===== config.mk =====
export PLATFORM = sky130hd
export DESIGN_NAME = smmt_div
export DESIGN_NICKNAME = d
export VERILOG_FILES = /design/src/hdl/smmt_pkg.sv /design/src/hdl/smmt_div.sv
export SDC_FILE = /design/constraint.sdc
export NUM_CORES = 1
export LEC_CHECK = 0
export ABC_AREA = 0
export BUFFER_PORTS_ARGS = -buffer_cell sky130_fd_sc_hd__buf_2
export CAP_MARGIN = 20
export CORE_ASPECT_RATIO = 1.4
export CORE_MARGIN = 2
export CORE_UTILIZATION = 45
export CTS_CLUSTER_SIZE = 40
export DETAILED_ROUTE_END_ITERATION = 6
export PLACE_DENSITY_LB_ADDON = 0.25
export SYNTH_ARGS = -nofsm -noshare
export SYNTH_HDL_FRONTEND = slang
export SYNTH_SLANG_ARGS = --single-unit

===== constraint.sdc =====
create_clock -name aclk -period 2.91 [get_ports aclk]
set_clock_uncertainty 0.2 [all_clocks]
set_input_delay 0.1455 -clock aclk [delete_from_list [all_inputs] [get_ports aclk]]
set_output_delay 0.1455 -clock aclk [all_outputs]
set_load 0.005 [all_outputs]

===== src/hdl/smmt_pkg.sv =====
// Shared constants and types for the shape measurement merge table.
`default_nettype none
package smmt_pkg;
    localparam int MAX_ENTRIES_DEF = 16;
    localparam int SPH_COMP        = 4;
    localparam int CYL_COMP        = 7;
    localparam int COMP_W          = 3;
    localparam logic [30:0] MATCH_DIST_RST = 31'd3277;
    localparam logic [15:0] COUNT_MAX = 16'hFFFF;
    localparam logic [63:0] DIST_SAT  = 64'h4000_0000_0000_0000;

    // Divider request/response between sequencer and divider.
    typedef struct packed {
        logic        start;
        logic [33:0] num;
        logic [16:0] den;
    } div_req_t;

    typedef struct packed {
        logic        done;
        logic [33:0] quo;
    } div_rsp_t;
endpackage
`default_nettype wire


===== src/hdl/smmt_div.sv =====
// Radix-2 restoring divider: floor of signed numerator by positive denominator.
`default_nettype none
module smmt_div (
    input  wire logic              aclk,
    input  wire logic              aresetn,
    input  wire smmt_pkg::div_req_t req,
    output smmt_pkg::div_rsp_t     rsp
);
    logic [5:0]  cnt_reg, cnt_next;
    logic        busy_reg, busy_next;
    logic        neg_reg, neg_next;
    logic [33:0] q_reg, q_next;
    logic [17:0] r_reg, r_next;
    logic [16:0] d_reg, d_next;
    logic        done_reg, done_next;
    logic [33:0] mag;
    logic [17:0] trial;
    logic [34:0] fq;

    // Negative numerators: floor(n/d) = -ceil(|n|/d) = -((|n|+d-1)/d).
    assign mag = req.num[33] ? (34'(-req.num) + 34'(req.den) - 34'd1) : req.num;
    assign trial = {r_reg[16:0], q_reg[33]} - {1'b0, d_reg};
    assign fq = neg_reg ? -{1'b0, q_reg} : {1'b0, q_reg};

    always_comb begin
        cnt_next = cnt_reg; busy_next = busy_reg; neg_next = neg_reg;
        q_next = q_reg; r_next = r_reg; d_next = d_reg; done_next = 1'b0;
        if (req.start) begin
            busy_next = 1'b1; cnt_next = 6'd34; neg_next = req.num[33];
            q_next = mag; r_next = '0; d_next = req.den;
        end else if (busy_reg) begin
            if (!trial[17]) begin
                r_next = trial; q_next = {q_reg[32:0], 1'b1};
            end else begin
                r_next = {r_reg[16:0], q_reg[33]}; q_next = {q_reg[32:0], 1'b0};
            end
            cnt_next = cnt_reg - 6'd1;
            if (cnt_reg == 6'd1) begin
                busy_next = 1'b0; done_next = 1'b1;
            end
        end
    end

    always_ff @(posedge aclk) begin
        if (!aresetn) begin
            busy_reg <= 1'b0; done_reg <= 1'b0; cnt_reg <= '0;
        end else begin
            busy_reg <= busy_next; done_reg <= done_next; cnt_reg <= cnt_next;
        end
        neg_reg <= neg_next; q_reg <= q_next; r_reg <= r_next; d_reg <= d_next;
    end

    assign rsp.done = done_reg;
    assign rsp.quo  = fq[33:0];
endmodule
`default_nettype wire


==> reports/qor.yml <==
run_status: "complete, but fails checks"
violations_in_the_final_reports: "setup timing"
yosysMostFrequentCell: "sky130_fd_sc_hd__nor2_1"
timing.critical_path.from_type: "flop"
synth-edff-count: 52
final_hold_viol_count: 0
antenna_cells_inserted: 0
hpwl_um: 13500
ioPinCount: 89
placed_cells_incl_taps: 985
final_layout_size_suffix_gt1_share_pct: 23.0
final_max_slew_viol_count: 0
rr_startpoint: "d_reg[1]$_DFFE_PP_"
min_period_over_period_pct: 109
timing.critical_path.from: "q_reg[2]$_DFFE_PP_"
dieWidth_um: 102
ys_async_sr_fraction_pct: 0
max-slew-margin-rel_pct: 30.9
die_outline_area_mm2: 0.0145
hp-class: "input port to flop"
gp_congestion: 0.891
worstPathArrival_ns: 2.84
yosysUniqueCellTypes: 63
worst_hold_startpoint: "req[17]"
grt_usage_pct: 24.9
clock_transition_time_at_the_flip_flop_clock_pins_of_the_worst_setup_and_hold_paths_ns: 0.06
clock_tree.buffer_depth: 2
peakVddDrop_uv: 288
instances_no_fill: 1030
flip_flop_count_of_the_largest_register_all_copies_and_words_added: 34
rsz_0062_raised_after_global_routing: "yes"
core-area_mm2: 0.0133
synthToLayoutAreaGrowth_pct: 26.1
netlist_top_cells_area: "sky130_fd_sc_hd__edfxtp_1 (26%), sky130_fd_sc_hd__dfxtp_1 (8.2%), sky130_fd_sc_hd__ha_1 (7.6%), sky130_fd_sc_hd__xnor2_1 (6.9%), sky130_fd_sc_hd__nor2_1 (4.4%)"
required_ns: 2.56
post_synthesis_cell_type_with_the_largest_combined_area: "sky130_fd_sc_hd__edfxtp_1"
synth_seq_area_share_pct: 33.8
power_density_over_cell_area_mw_per_mm2: 499
clock_insertion_delay_worst_skew_ns: 0.36
grt_start_max_net_pins: 35
routed-via-count: 5835
syn_inst: 706
worst-path-max-fanout: 5
report.final.setup_viol: 12
filler_cell_count: 1201
antenna_left: 0
cts_inserted_buffers: 9
worst_pin_slew_ns: 1.04
numClockSinks: 77
mappedNetlistArea_mm2: 0.00611
grt-ovfl-total: 0
post-synth-top-area-fraction_pct: 25.6
grt_antenna_before_repair: 0
htree_levels: 3
synth_ff_type: "sky130_fd_sc_hd__edfxtp_1"
cts_tree: "done"
postSynthRegisterBits: 77
wl_per_cell_um: 17.8
detail_route.vias_per_cell: 5.67
drt_drc_violations_left: 0
die_outline_height_um: 142
avgSynthCellArea_um2: 8.65
syn_nets: 799
synth-warning-count: 0
placement_rows: 50
worst_slack_setup_final_ns: -0.272
initial_utilization_pct: 45.8
final.min_clock_period_ns: 3.18
num-nets-final: 936
end_kind: "output port"
cts-root-buf: "sky130_fd_sc_hd__clkbuf_16"
place.port_buffers: 88
timing.max_cap.violations: 0
grt_pass1_vias: 5844
route.final.wire_length_um: 18400
synth_commonest_cells: "sky130_fd_sc_hd__nor2_1 (71), sky130_fd_sc_hd__inv_1 (54), sky130_fd_sc_hd__edfxtp_1 (52)"
first_pass_iters: 5
criticalPathCategory: "flop to output port"
static-leakage-power_nw: 3.34
grt_first_pass_wirelength_um: 27700
fmax_mhz: 314
drtIter0Drc: 283
fin_hold_ws_ns: 0.0278
per-layer routing:
| layer | vias to the layer above | part of all wire [%] | GRT usage [%] |
|---|---|---|---|
| li1 | 2819 | - | - |
| met1 | 2792 | 37 | 25.5 |
| met2 | 176 | 54 | 46.6 |
| met3 | 48 | 4.8 | 4.04 |
| met4 | 0 | 4.0 | 13.3 |
| met5 | - | 0 | 0 |
timing repair:
action | 4_1_cts | 5_1_grt
setup buffers | 2 | 7
gates resized for setup | 10 | 37
endpoints found under the hold margin | 26 | 0
gates cloned | 0 | 1
pin swaps | 2 | 12
hold buffers | 19 | 0
endpoints found under the setup margin | 16 | 33
cell type report:
cell class / instances / area, um^2 / share of cell area, %
multi-input combinational: 545 / 3890 / 50.5
timing repair buffer: 155 / 1010 / 13.1
clock inverter: 6 / 68.8 / 0.893
tap: 182 / 228 / 2.96
inverter: 55 / 206 / 2.68
sequential: 77 / 2060 / 26.8
clock buffer: 10 / 239 / 3.10
per-stage QoR:
| stage | power (mW) | util (%) | instance area [um^2] | setup slack, ns | TNS [ns] |
|---|---|---|---|---|---|
| 3_3_place_gp | 2.54 | 52.1 | 6940 | -0.0493 | -0.0493 |
| 3_5_place_dp | 2.56 | 52.1 | 6940 | -0.0144 | -0.0144 |
| 5_1_grt | 4.03 | 57.8 | 7700 | -0.394 | -3.84 |
| 2_1_floorplan | 2.14 | - | 6110 | 0.201 | 0 |
| 4_1_cts | 3.79 | 56.2 | 7480 | -0.242 | -1.70 |
| 6_report | 3.84 | 57.8 | 7700 | -0.272 | -2.17 |
report_power, final:
group	internal (mW)	total [mW]	switching, mW
clock network	0.694	1.20	0.505
logic	0.566	1.21	0.646
registers	1.30	1.43	0.131
total	2.56	3.84	1.28
placed cells by master, fill, tap and decap left out, types with 26 or more instances in the layout:
cell type,n
sky130_fd_sc_hd__nor3_1,26
sky130_fd_sc_hd__xnor2_1,48
sky130_fd_sc_hd__nand2_1,46
sky130_fd_sc_hd__buf_4,44
sky130_fd_sc_hd__ha_1,37
sky130_fd_sc_hd__buf_2,88
sky130_fd_sc_hd__o21ai_0,29
sky130_fd_sc_hd__nor2_1,71
sky130_fd_sc_hd__a21oi_1,49
sky130_fd_sc_hd__edfxtp_1,52
sky130_fd_sc_hd__inv_1,53
critical path, cell delays in order, from the launching register on:
cell                       delay [ns]
sky130_fd_sc_hd__edfxtp_1        0.41
sky130_fd_sc_hd__nor4_2          0.35
sky130_fd_sc_hd__nand2_1         0.14
sky130_fd_sc_hd__or4_4           0.46
sky130_fd_sc_hd__nor2_4          0.11
sky130_fd_sc_hd__nand2_2         0.08
sky130_fd_sc_hd__or3_4           0.41
sky130_fd_sc_hd__o41ai_4         0.23
sky130_fd_sc_hd__xnor2_1         0.15
sky130_fd_sc_hd__buf_2           0.13
final timing paths:
| check | endpoint | slack (ns) | depth (start not counted) |
|---|---|---|---|
| min | q_reg[0]$_DFFE_PP_ | 0.03 | 3 |
| min reg2reg | r_reg[12]$_SDFFE_PP0P_ | 0.31 | 2 |
| max reg2reg | r_reg[16]$_SDFFE_PP0P_ | 0.05 | 11 |
| max | rsp[31] | -0.27 | 9 |
logic make-up (layout without fill, tap and decap cells):
| family | count (synthesis) | after routing | share of synthesized area, % |
|---|---|---|---|
| muxes | 25 | 25 | 4.16 |
| xor gates and xnor gates | 73 | 73 | 10.6 |
| DFF | 77 | 77 | 33.8 |
| buffers and inverters | 84 | 226 | 5.37 |
| adders and majority gates | 39 | 39 | 8.24 |
| and+or+nand+nor | 216 | 216 | 16.7 |
| AOI/OAI and AO/OA | 192 | 192 | 21.1 |
Power figures use the tool's default switching activity.
